--- src/hw/rtl/rdsrt_pkg.sv ---
// Shared types and constants for the RDS radiotext assembler.
package rdsrt_pkg;

  // Text store geometry.
  localparam int TEXT_CHARS = 64;
  localparam int IDX_W      = 6;
  localparam int LEN_W      = 7;

  // Character codes and group type codes.
  localparam logic [7:0] SPACE_CODE = 8'h20;
  localparam logic [7:0] STAR_CODE  = 8'h2A;
  localparam logic [4:0] GROUP_2A   = 5'd4;
  localparam logic [4:0] GROUP_2B   = 5'd5;

  // Sequencer states.
  typedef enum logic [1:0] {
    ST_IDLE,
    ST_WRITE,
    ST_READ
  } state_t;

  // Request from the sequencer to the text store.
  typedef struct packed {
    logic             clear;
    logic             we;
    logic [IDX_W-1:0] waddr;
    logic [7:0]       wdata;
    logic             re;
    logic [IDX_W-1:0] raddr;
  } mem_req_t;

  // Readout status from the sequencer to the output stage.
  typedef struct packed {
    logic             pend;
    logic [IDX_W-1:0] idx;
    logic             last;
  } rd_stat_t;

endpackage

--- src/hw/rtl/rdsrt_store.sv ---
// Text store: 64 x 8 character memory with per-entry written flags.
module rdsrt_store (
  input  logic                clk,
  input  logic                rst,
  input  rdsrt_pkg::mem_req_t req,
  output logic [7:0]          rd_data,
  output logic                rd_vld
);
  import rdsrt_pkg::*;

  logic [7:0]            mem [TEXT_CHARS];
  logic [TEXT_CHARS-1:0] written;

  // Character memory with one write and one registered read port.
  always_ff @(posedge clk) begin
    if (req.we) begin
      mem[req.waddr] <= req.wdata;
    end
    if (req.re) begin
      rd_data <= mem[req.raddr];
    end
  end

  // Written flags; a clear drops them all at once so entries read as space.
  always_ff @(posedge clk) begin
    if (rst || req.clear) begin
      written <= '0;
    end else if (req.we) begin
      written[req.waddr] <= 1'b1;
    end
  end

  // Flag of the entry being read travels with its data.
  always_ff @(posedge clk) begin
    if (req.re) begin
      rd_vld <= written[req.raddr];
    end
  end

endmodule

--- src/hw/rtl/rdsrt_ctrl.sv ---
// Sequencer: group decode, character writes, text length and readout issue.
module rdsrt_ctrl (
  input  logic                clk,
  input  logic                rst,
  input  logic                in_valid,
  output logic                in_stall,
  input  logic [15:0]         group_b_word,
  input  logic                group_b_ok,
  input  logic [15:0]         group_c_word,
  input  logic                group_c_ok,
  input  logic [15:0]         group_d_word,
  input  logic                group_d_ok,
  input  logic                load,
  output rdsrt_pkg::mem_req_t req,
  output rdsrt_pkg::rd_stat_t rd
);
  import rdsrt_pkg::*;

  state_t           state, state_next;
  logic             ab_marker;
  logic [LEN_W-1:0] text_len;
  logic             is_2a;
  logic [3:0]       seg;
  logic [15:0]      c_word, d_word;
  logic             c_ok, d_ok;
  logic [1:0]       wr_cnt;
  logic [LEN_W-1:0] issue_idx;
  logic             rd_pend;
  logic [IDX_W-1:0] rd_idx;

  logic             accept, group_take, do_clear;
  logic [4:0]       code;
  logic             wr_last;
  logic [IDX_W-1:0] wr_pos;
  logic [15:0]      wr_word;
  logic             wr_ok;
  logic [7:0]       wr_char;
  logic             issue, read_done;

  // Input decode.
  assign in_stall   = (state != ST_IDLE);
  assign accept     = in_valid && !in_stall;
  assign code       = group_b_word[15:11];
  assign group_take = accept && group_b_ok && (code == GROUP_2A || code == GROUP_2B);
  assign do_clear   = group_take && (group_b_word[4] != ab_marker);

  // Character selection for the current write step.
  assign wr_last = is_2a ? (wr_cnt == 2'd3) : (wr_cnt == 2'd1);
  assign wr_pos  = (is_2a ? {seg, 2'b00} : {1'b0, seg, 1'b0}) + IDX_W'(wr_cnt);
  assign wr_word = (is_2a && !wr_cnt[1]) ? c_word : d_word;
  assign wr_ok   = (is_2a && !wr_cnt[1]) ? c_ok : d_ok;
  always_comb begin
    if (!wr_ok) begin
      wr_char = STAR_CODE;
    end else if (!wr_cnt[0]) begin
      wr_char = wr_word[15:8];
    end else begin
      wr_char = wr_word[7:0];
    end
  end

  // Readout issue: one store read per cycle while the pending slot frees up.
  assign issue     = (state == ST_READ) && (issue_idx < text_len) && (!rd_pend || load);
  assign read_done = (issue_idx == text_len) && !rd_pend;

  // Next state.
  always_comb begin
    state_next = state;
    case (state)
      ST_IDLE:  if (group_take) state_next = ST_WRITE;
      ST_WRITE: if (wr_last) state_next = ST_READ;
      ST_READ:  if (read_done) state_next = ST_IDLE;
      default:  state_next = ST_IDLE;
    endcase
  end

  // Store requests.
  always_comb begin
    req       = '0;
    req.clear = do_clear;
    req.waddr = wr_pos;
    req.wdata = wr_char;
    req.raddr = issue_idx[IDX_W-1:0];
    case (state)
      ST_WRITE: req.we = 1'b1;
      ST_READ:  req.re = issue;
      default:  req.we = 1'b0;
    endcase
  end

  assign rd.pend = rd_pend;
  assign rd.idx  = rd_idx;
  assign rd.last = ({1'b0, rd_idx} + LEN_W'(1)) == text_len;

  // Control registers.
  always_ff @(posedge clk) begin
    if (rst) begin
      state     <= ST_IDLE;
      ab_marker <= 1'b1;
      text_len  <= '0;
      wr_cnt    <= '0;
      issue_idx <= '0;
      rd_pend   <= 1'b0;
    end else begin
      state <= state_next;
      if (group_take) begin
        ab_marker <= group_b_word[4];
        wr_cnt    <= '0;
        issue_idx <= '0;
        if (do_clear) begin
          text_len <= '0;
        end
      end
      // Length grows to cover each written character.
      if (state == ST_WRITE) begin
        wr_cnt <= wr_cnt + 2'd1;
        if ({1'b0, wr_pos} + LEN_W'(1) > text_len) begin
          text_len <= {1'b0, wr_pos} + LEN_W'(1);
        end
      end
      if (issue) begin
        issue_idx <= issue_idx + LEN_W'(1);
        rd_pend   <= 1'b1;
      end else if (load) begin
        rd_pend <= 1'b0;
      end
    end
  end

  // Group payload and readout index.
  always_ff @(posedge clk) begin
    if (group_take) begin
      is_2a  <= (code == GROUP_2A);
      seg    <= group_b_word[3:0];
      c_word <= group_c_word;
      c_ok   <= group_c_ok;
      d_word <= group_d_word;
      d_ok   <= group_d_ok;
    end
    if (issue) begin
      rd_idx <= issue_idx[IDX_W-1:0];
    end
  end

  // A pending read only exists during readout.
  a_pend_in_read: assert property (@(posedge clk) disable iff (rst)
    rd_pend |-> state == ST_READ)
    else $error("read pending outside readout");

  // The text never outgrows the store.
  a_len_bound: assert property (@(posedge clk) disable iff (rst)
    text_len <= LEN_W'(TEXT_CHARS))
    else $error("text length beyond store size");

  // Issue never runs past the text.
  a_issue_bound: assert property (@(posedge clk) disable iff (rst)
    issue_idx <= text_len || state != ST_READ)
    else $error("readout index past text length");

  // A usable group always starts the write phase.
  a_take_write: assert property (@(posedge clk) disable iff (rst)
    group_take |=> state == ST_WRITE)
    else $error("accepted group did not start writing");

  // The length holds steady while the text is read out.
  a_len_stable: assert property (@(posedge clk) disable iff (rst)
    (state == ST_READ && $past(state) == ST_READ) |-> $stable(text_len))
    else $error("text length changed during readout");

endmodule

--- src/hw/rtl/rds_radiotext_assembler.sv ---
// Top level of the RDS radiotext assembler: sequencer, text store, output register.
//
// Each accepted group (2A or 2B with a good block B) first writes its characters
// (four for 2A, two for 2B) into the text store. It then streams the whole text
// out at up to one character per cycle, while the output side does not stall,
// through the single read port of the text store. The sequencer then waits for
// the last read to drain and returns to idle. in_stall stays high from the taken
// group until that return, and stalls on the output side lengthen it. The next
// group can be taken once in_stall is low. Other groups are taken while idle and
// give no transfer. A change of the A/B flag clears the text in the same cycle
// the group is taken. The last character of each text carries is_last.
module rds_radiotext_assembler (
  input  logic        clk,
  input  logic        rst,
  input  logic        in_valid,
  output logic        in_stall,
  input  logic [15:0] group_b_word,
  input  logic        group_b_ok,
  input  logic [15:0] group_c_word,
  input  logic        group_c_ok,
  input  logic [15:0] group_d_word,
  input  logic        group_d_ok,
  output logic        out_valid,
  input  logic        out_stall,
  output logic [5:0]  char_index,
  output logic [7:0]  char_code,
  output logic        is_last
);
  import rdsrt_pkg::*;

  mem_req_t   req;
  rd_stat_t   rd;
  logic [7:0] rd_data;
  logic       rd_vld;
  logic       load;

  rdsrt_ctrl u_ctrl (
    .clk          (clk),
    .rst          (rst),
    .in_valid     (in_valid),
    .in_stall     (in_stall),
    .group_b_word (group_b_word),
    .group_b_ok   (group_b_ok),
    .group_c_word (group_c_word),
    .group_c_ok   (group_c_ok),
    .group_d_word (group_d_word),
    .group_d_ok   (group_d_ok),
    .load         (load),
    .req          (req),
    .rd           (rd)
  );

  rdsrt_store u_store (
    .clk     (clk),
    .rst     (rst),
    .req     (req),
    .rd_data (rd_data),
    .rd_vld  (rd_vld)
  );

  // The pending character moves out when the output register is free or taken.
  assign load = rd.pend && (!out_valid || !out_stall);

  // Output valid flag.
  always_ff @(posedge clk) begin
    if (rst) begin
      out_valid <= 1'b0;
    end else if (load) begin
      out_valid <= 1'b1;
    end else if (!out_stall) begin
      out_valid <= 1'b0;
    end
  end

  // Output payload; unwritten positions read as space.
  always_ff @(posedge clk) begin
    if (load) begin
      char_index <= rd.idx;
      char_code  <= rd_vld ? rd_data : SPACE_CODE;
      is_last    <= rd.last;
    end
  end

endmodule

--- config.mk ---
export PLATFORM = sky130hd
export DESIGN_NAME = rds_radiotext_assembler
export DESIGN_NICKNAME = d
export VERILOG_FILES = /design/src/hw/rtl/rdsrt_pkg.sv /design/src/hw/rtl/rdsrt_store.sv /design/src/hw/rtl/rdsrt_ctrl.sv /design/src/hw/rtl/rds_radiotext_assembler.sv
export SDC_FILE = /design/constraint.sdc
export NUM_CORES = 1
export LEC_CHECK = 0
export ABC_AREA = 1
export BUFFER_PORTS_ARGS = -buffer_cell sky130_fd_sc_hd__buf_2
export CAP_MARGIN = 20
export CORE_MARGIN = 3
export CORE_UTILIZATION = 60
export CTS_CLUSTER_DIAMETER = 80
export DETAILED_ROUTE_END_ITERATION = 8
export PLACE_DENSITY = 0.78
export SYNTH_ARGS = -nofsm -noshare
export SYNTH_HDL_FRONTEND = slang
export SYNTH_SLANG_ARGS = --single-unit
--- constraint.sdc ---
create_clock -name clk -period 20.1 [get_ports clk]
set_clock_uncertainty 0.15 [all_clocks]
set_input_delay 4.02 -clock clk [delete_from_list [all_inputs] [get_ports clk]]
set_output_delay 4.02 -clock clk [all_outputs]
set_load 0.02 [all_outputs]
==> summary.md, run 1 <==
| Metric | Value |
|---|---|
| Clock transition at path regs | ~60 ps |
| DP Wirelength | 39320 µm |
| # setup viols final | 0 |
| Hold Crit Endpoint | u_store.written[18]$_SDFFE_PP0P_ |
| Tmin final | slightly below 6000 ps |
| Most frequent cell after synthesis | nand2_1 |
| Area of the mapped netlist | approximately 28000 µm² |
| Dominant cells by area after synthesis | edfxtp_1 (62%), nand2_1 (11%), nand3_1 (9.6%), dfxtp_1 (6.1%), inv_1 (2.4%) |
| Rel. slew slack | 28.34% |
| Core area | 45670 µm² |
| Initial antenna violation count | 1 |
| Worst-margin pin slew | 1075 ps |
| Top-area cell type share of the netlist area | a little over three fifths |
| Kind of start point of the critical path | input pin |
| I/O Buffers | 65 |
| Critical Path Fanout Max | 35 |
| Avg Synthesized Cell Area | roughly 11 µm² |
| Yosys warning count | 0 |
| Reg area | between 15000 and 20000 µm² |
| Pins Over Slew Limit | 0 |
| Simple-gate share of the synthesized area | between 20% and 30% |
| Worst Path Arrival | approximately 5900 ps |
| Critical path class | in -> reg |
| Die width | ~220 µm |
| Post_cts resized | 0 |
| Via density | 6.029 |
| Reg2Reg Launch Point | u_ctrl.is_2a$_DFFE_PP_ |
| Clock sink count | about 670 |
| Outcome | completed |
| Cts hold-fix bufs | 0 |
| Place WS | 13780 ps |
| Synth Area in XOR/XNOR | less than 1% |
| Total length of routed wires | just under 70000 µm |
| Layout Area Growth over Synthesis | 10.27% |
| Routability cong. | between 0.9 and 1 |
| H-tree depth | 3 |
| Final worst setup slack | ~14000 ps |
| Main synth FF type | edfxtp_1 |
| Worst EP required | just over 20000 ps |
| Area leader, netlist | edfxtp_1 |
| RSZ-0062 raised after global routing | false |
| Synth cell types | 35 |
| Commonest cells post-synth | nand2_1 (804), edfxtp_1 (581), nand3_1 (537), inv_1 (179), a21oi_1 (88) |
| Setup_tns | 0 ps |
| Sequential share of the synthesized area | between 60% and 70% |
| Crit. End Element | flop |
| Post-synthesis adder-cell area fraction | less than 1% |
| Die ar. | approximately 49000 µm² |
| FF-to-FF setup slack | roughly 16000 ps |
| PD cells | just under 90 nW/µm² |
| Worst min-delay path class | reg -> reg |
| Post-DR wirelength/cell | 20.87 µm |
| Starting density of the core | roughly three fifths |
| Final Hold Vio Count | 0 |
| Highest Clock Rate | roughly 170 MHz |
| R2r worst-path depth | 15 |
| Final Cycle Share | 28.83% |
| GRT Total Usage | between 20% and 30% |
| R2R Path End | u_ctrl.text_len[6]$_SDFF_PP0_ |
| DR iter-0 viols | around 2600 |
| Ports | 72 |
| Multi-input logic area | 7488 µm² |
| Largest net degree at the start of global routing | approximately 110 |
| Mux cell area share after synthesis | 0% |
| Cell depth of the worst hold path | 2 |
| Cells after synthesis | around 2600 |
| Num CTS Buffers | 68 |
| Pre-Repair DR Iteration Count | 8 |
| NumNets Final | 2716 |
| #FFs+latches synth | between 600 and 700 |
| Die height | ~220 µm |
| Ys async rst share | 0% |
| Clk root buf | clkbuf_16 |
| Worst skew pair latency | between 500 and 600 ps |
| Global route total overflow | 0 |
| Clock Tree Buf Depth | 3 |
| Vias after detailed routing | roughly 20000 |
| # DRC | 0 |
| Hold WS | 298.0 ps |
| Min-delay src | u_store.written[18]$_SDFFE_PP0P_ |
| Post-synth EDFFs | around 580 |
| Max_cap viols | 0 |
| CTS tree | done |
| Synth Net Count | roughly 2700 |
| VDD IR-drop max | roughly 76 µV |
| First-pass GRT wire length | ~110000 µm |
| Largest family of logic cells by synthesized area | simple AND/OR/NAND/NOR gates |
| Final Cell Area | between 30000 and 40000 µm² |
| Fill count | about 3200 |
| Vias in the first global route | around 19000 |
| Layout cells sized above 1 | 8.250% |
| Post-DRT Antenna Nets | 0 |
| Dpl cell area | approximately 29000 µm² |
| Pleak | 11.70 nW |
| Post-CTS Setup Bufs | 0 |
| FP Rows | roughly 80 |
| Post-synthesis compound-gate area fraction | under 10% |
cells by family (layout without fill, tap and decap cells):
family | Yosys count | after routing
AO/OA/AOI/OAI | 120 | 120
adder cells (fa/ha/maj) | 20 | 20
other | 0 | 1
flip-flops | 666 | 666
XOR/XNOR | 13 | 13
buffers and inverters | 338 | 406
AND/OR/NAND/NOR | 1466 | 1466
placed cells by master, fill, tap and decap left out, drive strengths merged:
cell type / Yosys / layout
nand2: 814 / 814
edfxtp: 581 / 581
nand3: 541 / 541
inv: 183 / 184
buf: 83 / 99
clkbuf: 68 / 98
a21oi: 88 / 88
dfxtp: 85 / 85
nor2: 62 / 62
nand4: 42 / 42
o21ai: 24 / 24
ha: 20 / 20
clkinv: 4 / 20
xor2: 9 / 9
xnor2: 4 / 4
o311ai: 3 / 3
nand3b: 3 / 3
clkinvlp: 0 / 3
o21a: 2 / 2
a31oi: 2 / 2
bufinv: 0 / 2
diode: 0 / 1
nor3: 1 / 1
or2: 1 / 1
nor4: 1 / 1
nor3b: 1 / 1
a211oi: 1 / 1
flip-flops by register name, indices dropped and copies added, names as in the netlist, 2 cells and up:
register	flops
u_store.mem	512
u_store.written	64
u_ctrl.c_word	16
u_ctrl.d_word	16
char_code	8
u_store.rd_data	8
u_ctrl.issue_idx	7
u_ctrl.text_len	7
char_index	6
u_ctrl.rd_idx	6
u_ctrl.seg	4
u_ctrl.state	2
u_ctrl.wr_cnt	2
through the flow:
step,util (%),power (mW),instances
2_1_floorplan,-,1.531,2623
3_3_place_gp,62.76,1.542,3168
3_5_place_dp,62.76,1.543,3168
4_1_cts,67.31,2.710,3288
5_1_grt,67.46,2.771,3292
6_report,67.46,2.702,3292
critical path, stage by stage:
cell	delay, ps
buf_2	120
nor3_1	350
nand3_1	500
inv_1	400
buf_4	470
worst max path at each step:
stage                     slack, ps                           to              startpoint
final                         14310   u_ctrl.c_word[2]$_DFFE_PP_        group_b_word[12]
after global routing          14260   u_ctrl.c_word[2]$_DFFE_PP_        group_b_word[12]
after CTS                     14410   u_ctrl.c_word[3]$_DFFE_PP_        group_b_word[12]
after detailed placement      13780  u_ctrl.d_word[15]$_DFFE_PP_        group_b_word[12]
after global placement        13890   u_ctrl.d_word[6]$_DFFE_PP_        group_b_word[12]
after floorplan               13760  u_store.mem[0][1]$_DFFE_PP_  u_ctrl.is_2a$_DFFE_PP_
final cells by class:
cell class / count / share of cell area [%]
antenna: 1 / 0.008122
clock buffer: 98 / 6.193
clock inverter: 22 / 0.5442
inverter: 187 / 2.311
multi-input combinational: 1619 / 24.30
sequential: 666 / 62.18
tap: 600 / 2.437
timing repair buffer: 99 / 2.026
metal layers:
metal | part of all wire [%] | track usage, % | vias to the layer above
li1 | - | - | 9030
met1 | 38 | 37.09 | 9513
met2 | 47 | 43.19 | 1101
met3 | 10 | 6.064 | 205
met4 | 4.4 | 12.22 | 0
met5 | 0 | 0 | -
report_power, final:
group          switching, mW  total (mW)  internal (mW)
Combinational         0.0179      0.0240        0.00614
Sequential          0.000614        1.49           1.49
Clock                  0.503        1.19          0.686
Power figures use the tool's default switching activity.
==> inputs of run 2 (changes only) <==
==> constraint.sdc (replaced) <==
create_clock -name clk -period 5.86 [get_ports clk]
set_clock_uncertainty 0.15 [all_clocks]
set_input_delay 1.172 -clock clk [delete_from_list [all_inputs] [get_ports clk]]
set_output_delay 1.172 -clock clk [all_outputs]
set_load 0.02 [all_outputs]
==> run 2 against run 1 <==
Sequential share of layout area down 0.20 points. Hold slack better by 2.4 ps. Wire length down 2.0%. First-iteration DRC count down 4.0%. Register-to-register slack worse by 14000 ps. Flip-flop and latch count unchanged. Worst setup slack worse by 12000 ps.
==> summary.md, run 2 (synthesized netlist as in run 1, its figures left out) <==
| Metric | Value |
|---|---|
| Worst-margin pin slew | between 1000 and 1500 ps |
| Net Sw Power | about 1.8 mW |
| Worst skew pair latency | 590 ps |
| Critical path depth | 17 |
| Layout Area Growth over Synthesis | 10.63% |
| Commonest non-fill, non-tap cell in the layout | nand2_1 |
| Kind of start point of the critical path | flop |
| Most frequent cells in the layout | nand2_1 (803), edfxtp_1 (581), nand3_1 (537) |
| Global route hottest layer | met2 |
| Comb power frac | less than 1% |
| Top flop regs | u_store.mem x512, u_store.written x64 |
| Fill count | 3188 |
| Worst min-delay path class | reg -> reg |
| Pre-Repair DR Iteration Count | 6 |
| Total length of routed wires | approximately 67000 µm |
| FF-to-FF setup slack | about 2000 ps |
| First-pass GRT wire length | 104400 µm |
| CTS tree | done |
| Routability cong. | a little over 0.9 |
| Critical Path Fanout Max | 37 |
| WP buf/inv | 2 |
| Multi-input logic area | between 7000 and 8000 µm² |
| Met3 Use GR | 4.793% |
| DP Wirelength | slightly below 40000 µm |
| CP max stage delay | 510 ps |
| FP Rows | slightly below 80 |
| Die width | about 220 µm |
| CP startpoint | u_ctrl.is_2a$_DFFE_PP_ |
| Post_cts resized | 0 |
| Post-CTS Setup Bufs | 0 |
| Pleak | 11.75 nW |
| Cell depth of the worst hold path | 2 |
| Global route total overflow | 0 |
| Reg area | around 19000 µm² |
| Vias after detailed routing | 19630 |
| R2r worst-path depth | 17 |
| Vias in the first global route | 18900 |
| Critical Path Sink | u_ctrl.text_len[3]$_SDFF_PP0_ |
| Largest register by flop count | u_store.mem |
| Tmin final | just under 4000 ps |
| Cell family with most CP delay | simple AND/OR/NAND/NOR gates |
| Reg2Reg Launch Point | u_ctrl.is_2a$_DFFE_PP_ |
| Final Hold Vio Count | 0 |
| DR iter-0 viols | about 2500 |
| RSZ-0062 raised after global routing | false |
| Slowest-stage cell, CP | edfxtp_1 |
| Post-DR wirelength/cell | 20.48 µm |
| Hold WS | between 300 and 400 ps |
| Clock sink count | roughly 670 |
| # setup viols final | 0 |
| Rel. slew slack | between 20 and 25% |
| Pins Over Slew Limit | 0 |
| Dpl cell area | 28700 µm² |
| Via density | between 5 and 6 |
| Starting density of the core | between 60% and 70% |
| H-tree depth | 3 |
| Clk root buf | clkbuf_16 |
| Setup_tns | 0 ps |
| Clock Tree Buf Depth | 3 |
| Largest net degree at the start of global routing | approximately 230 |
| Crit. End Element | flop |
| Largest register FFs | 512 |
| VDD IR-drop max | 243.2 µV |
| Met1 Track Usage GR | between 30% and 40% |
| Ports | about 70 |
| I/O Buffers | 65 |
| NumNets Final | 2713 |
| Critical path class | reg -> reg |
| Part of the power in registers | around 54% |
| Final Cell Area | between 30000 and 40000 µm² |
| Worst EP required | approximately 6200 ps |
| Outcome | completed |
| Highest Clock Rate | approximately 260 MHz |
| GRT Total Usage | a little over a quarter |
| R2R Path End | u_ctrl.text_len[3]$_SDFF_PP0_ |
| Num CTS Buffers | between 60 and 70 |
| Met2 Usage GRT | 43.45% |
| Initial antenna violation count | 0 |
| Clock share of power | 44.7% |
| Layout cells sized above 1 | about 8.3% |
| Core area | between 40000 and 50000 µm² |
| Die height | approximately 220 µm |
| Die ar. | ~50000 µm² |
| Ant diodes | 0 |
| Clock transition at path regs | around 60 ps |
| Crit-path cells | nor2_1 > ha_1 > ha_1 > nand3b_1 > nand2_2 > nor2_1 > nand3_1 > nand2_1 > inv_1 > ha_1 > nand2_1 > nor2_1 > nand2_1 > nand2_1 > nand2_1 > o21ai_0 > inv_1 |
| Sw frac | between 10% and 20% |
| Worst Path Arrival | roughly 4200 ps |
| Tot Pwr | between 9 and 10 mW |
| # DRC | 0 |
| PD cells | roughly 300 nW/µm² |
| Max_cap viols | 0 |
| Cts hold-fix bufs | 0 |
| Cell Int Power | roughly 7.6 mW |
| Final Cycle Share | between 60 and 70% |
| Post-DRT Antenna Nets | 0 |
| Most used cell, CP | nand2_1 |
==> run 2: cell count changes in the layout (fill, tap and decap cells not counted), sizes merged <==
| cell | previous run | this run |
|---|---|---|
| clkinv | 20 | 25 |
| clkbuf | 98 | 95 |
| clkinvlp | 3 | 0 |
| bufinv | 2 | 4 |
| inv | 184 | 183 |
| buf | 99 | 96 |
| diode | 1 | 0 |
==> run 2: how the worst min path moves through the flow <==
| stage | start | end | slack [ps] |
|---|---|---|---|
| after floorplan | u_store.written[0]$_SDFFE_PP0P_ | u_store.written[0]$_SDFFE_PP0P_ | 280 |
| after detailed placement | u_store.written[8]$_SDFFE_PP0P_ | u_store.written[8]$_SDFFE_PP0P_ | 290 |
| after global placement | u_store.written[61]$_SDFFE_PP0P_ | u_store.written[61]$_SDFFE_PP0P_ | 290 |
| after global routing | u_store.written[8]$_SDFFE_PP0P_ | u_store.written[8]$_SDFFE_PP0P_ | 310 |
| after CTS | u_store.written[8]$_SDFFE_PP0P_ | u_store.written[8]$_SDFFE_PP0P_ | 300 |
| final | u_store.written[57]$_SDFFE_PP0P_ | u_store.written[57]$_SDFFE_PP0P_ | 300 |
==> run 2: worst register-to-register path, cell delays in order (launching register included) <==
cell and delay [ps]:
edfxtp_1 510, nor2_1 170, ha_1 270, ha_1 280, nand3b_1 160, nand2_2 430, nor2_1 350, nand3_1 110
nand2_1 140, inv_1 60, ha_1 270, nand2_1 70, nor2_1 150, nand2_1 70, nand2_1 90, nand2_1 170
o21ai_0 220, inv_1 60
==> run 2: routing by layer <==
metal	vias to the layer above	wire length (µm)
met3	179	6120
met5	-	0
met4	0	2717
met2	952	32210
met1	9474	26280
li1	9026	-
==> run 2: power groups by stage <==
stage                     logic [mW]  registers, mW  clock network (mW)
after floorplan               0.0373           5.21                   0
after global placement        0.0749           5.21                   0
after detailed placement      0.0787           5.21                   0
after CTS                     0.0796           5.11                4.25
after global routing          0.0872           5.11                4.43
final                         0.0806           5.11                4.20
==> run 2: metrics by stage <==
stage / setup slack (ps) / utilization, % / std cells
floorplan: 1223 / - / 2623
global placement: 1862 / 62.75 / 3160
detailed placement: 1717 / 62.83 / 3164
CTS: 1680 / 67.55 / 3284
global route: 1669 / 67.68 / 3288
finish: 2019 / 67.68 / 3288
==> run 2: final cells by class <==
cell class / instances / area share, %
multi-input combinational: 1619 / 24.32
tap: 600 / 2.429
clock buffer: 95 / 6.274
clock inverter: 25 / 0.6962
timing repair buffer: 96 / 2.000
sequential: 666 / 61.98
inverter: 187 / 2.303
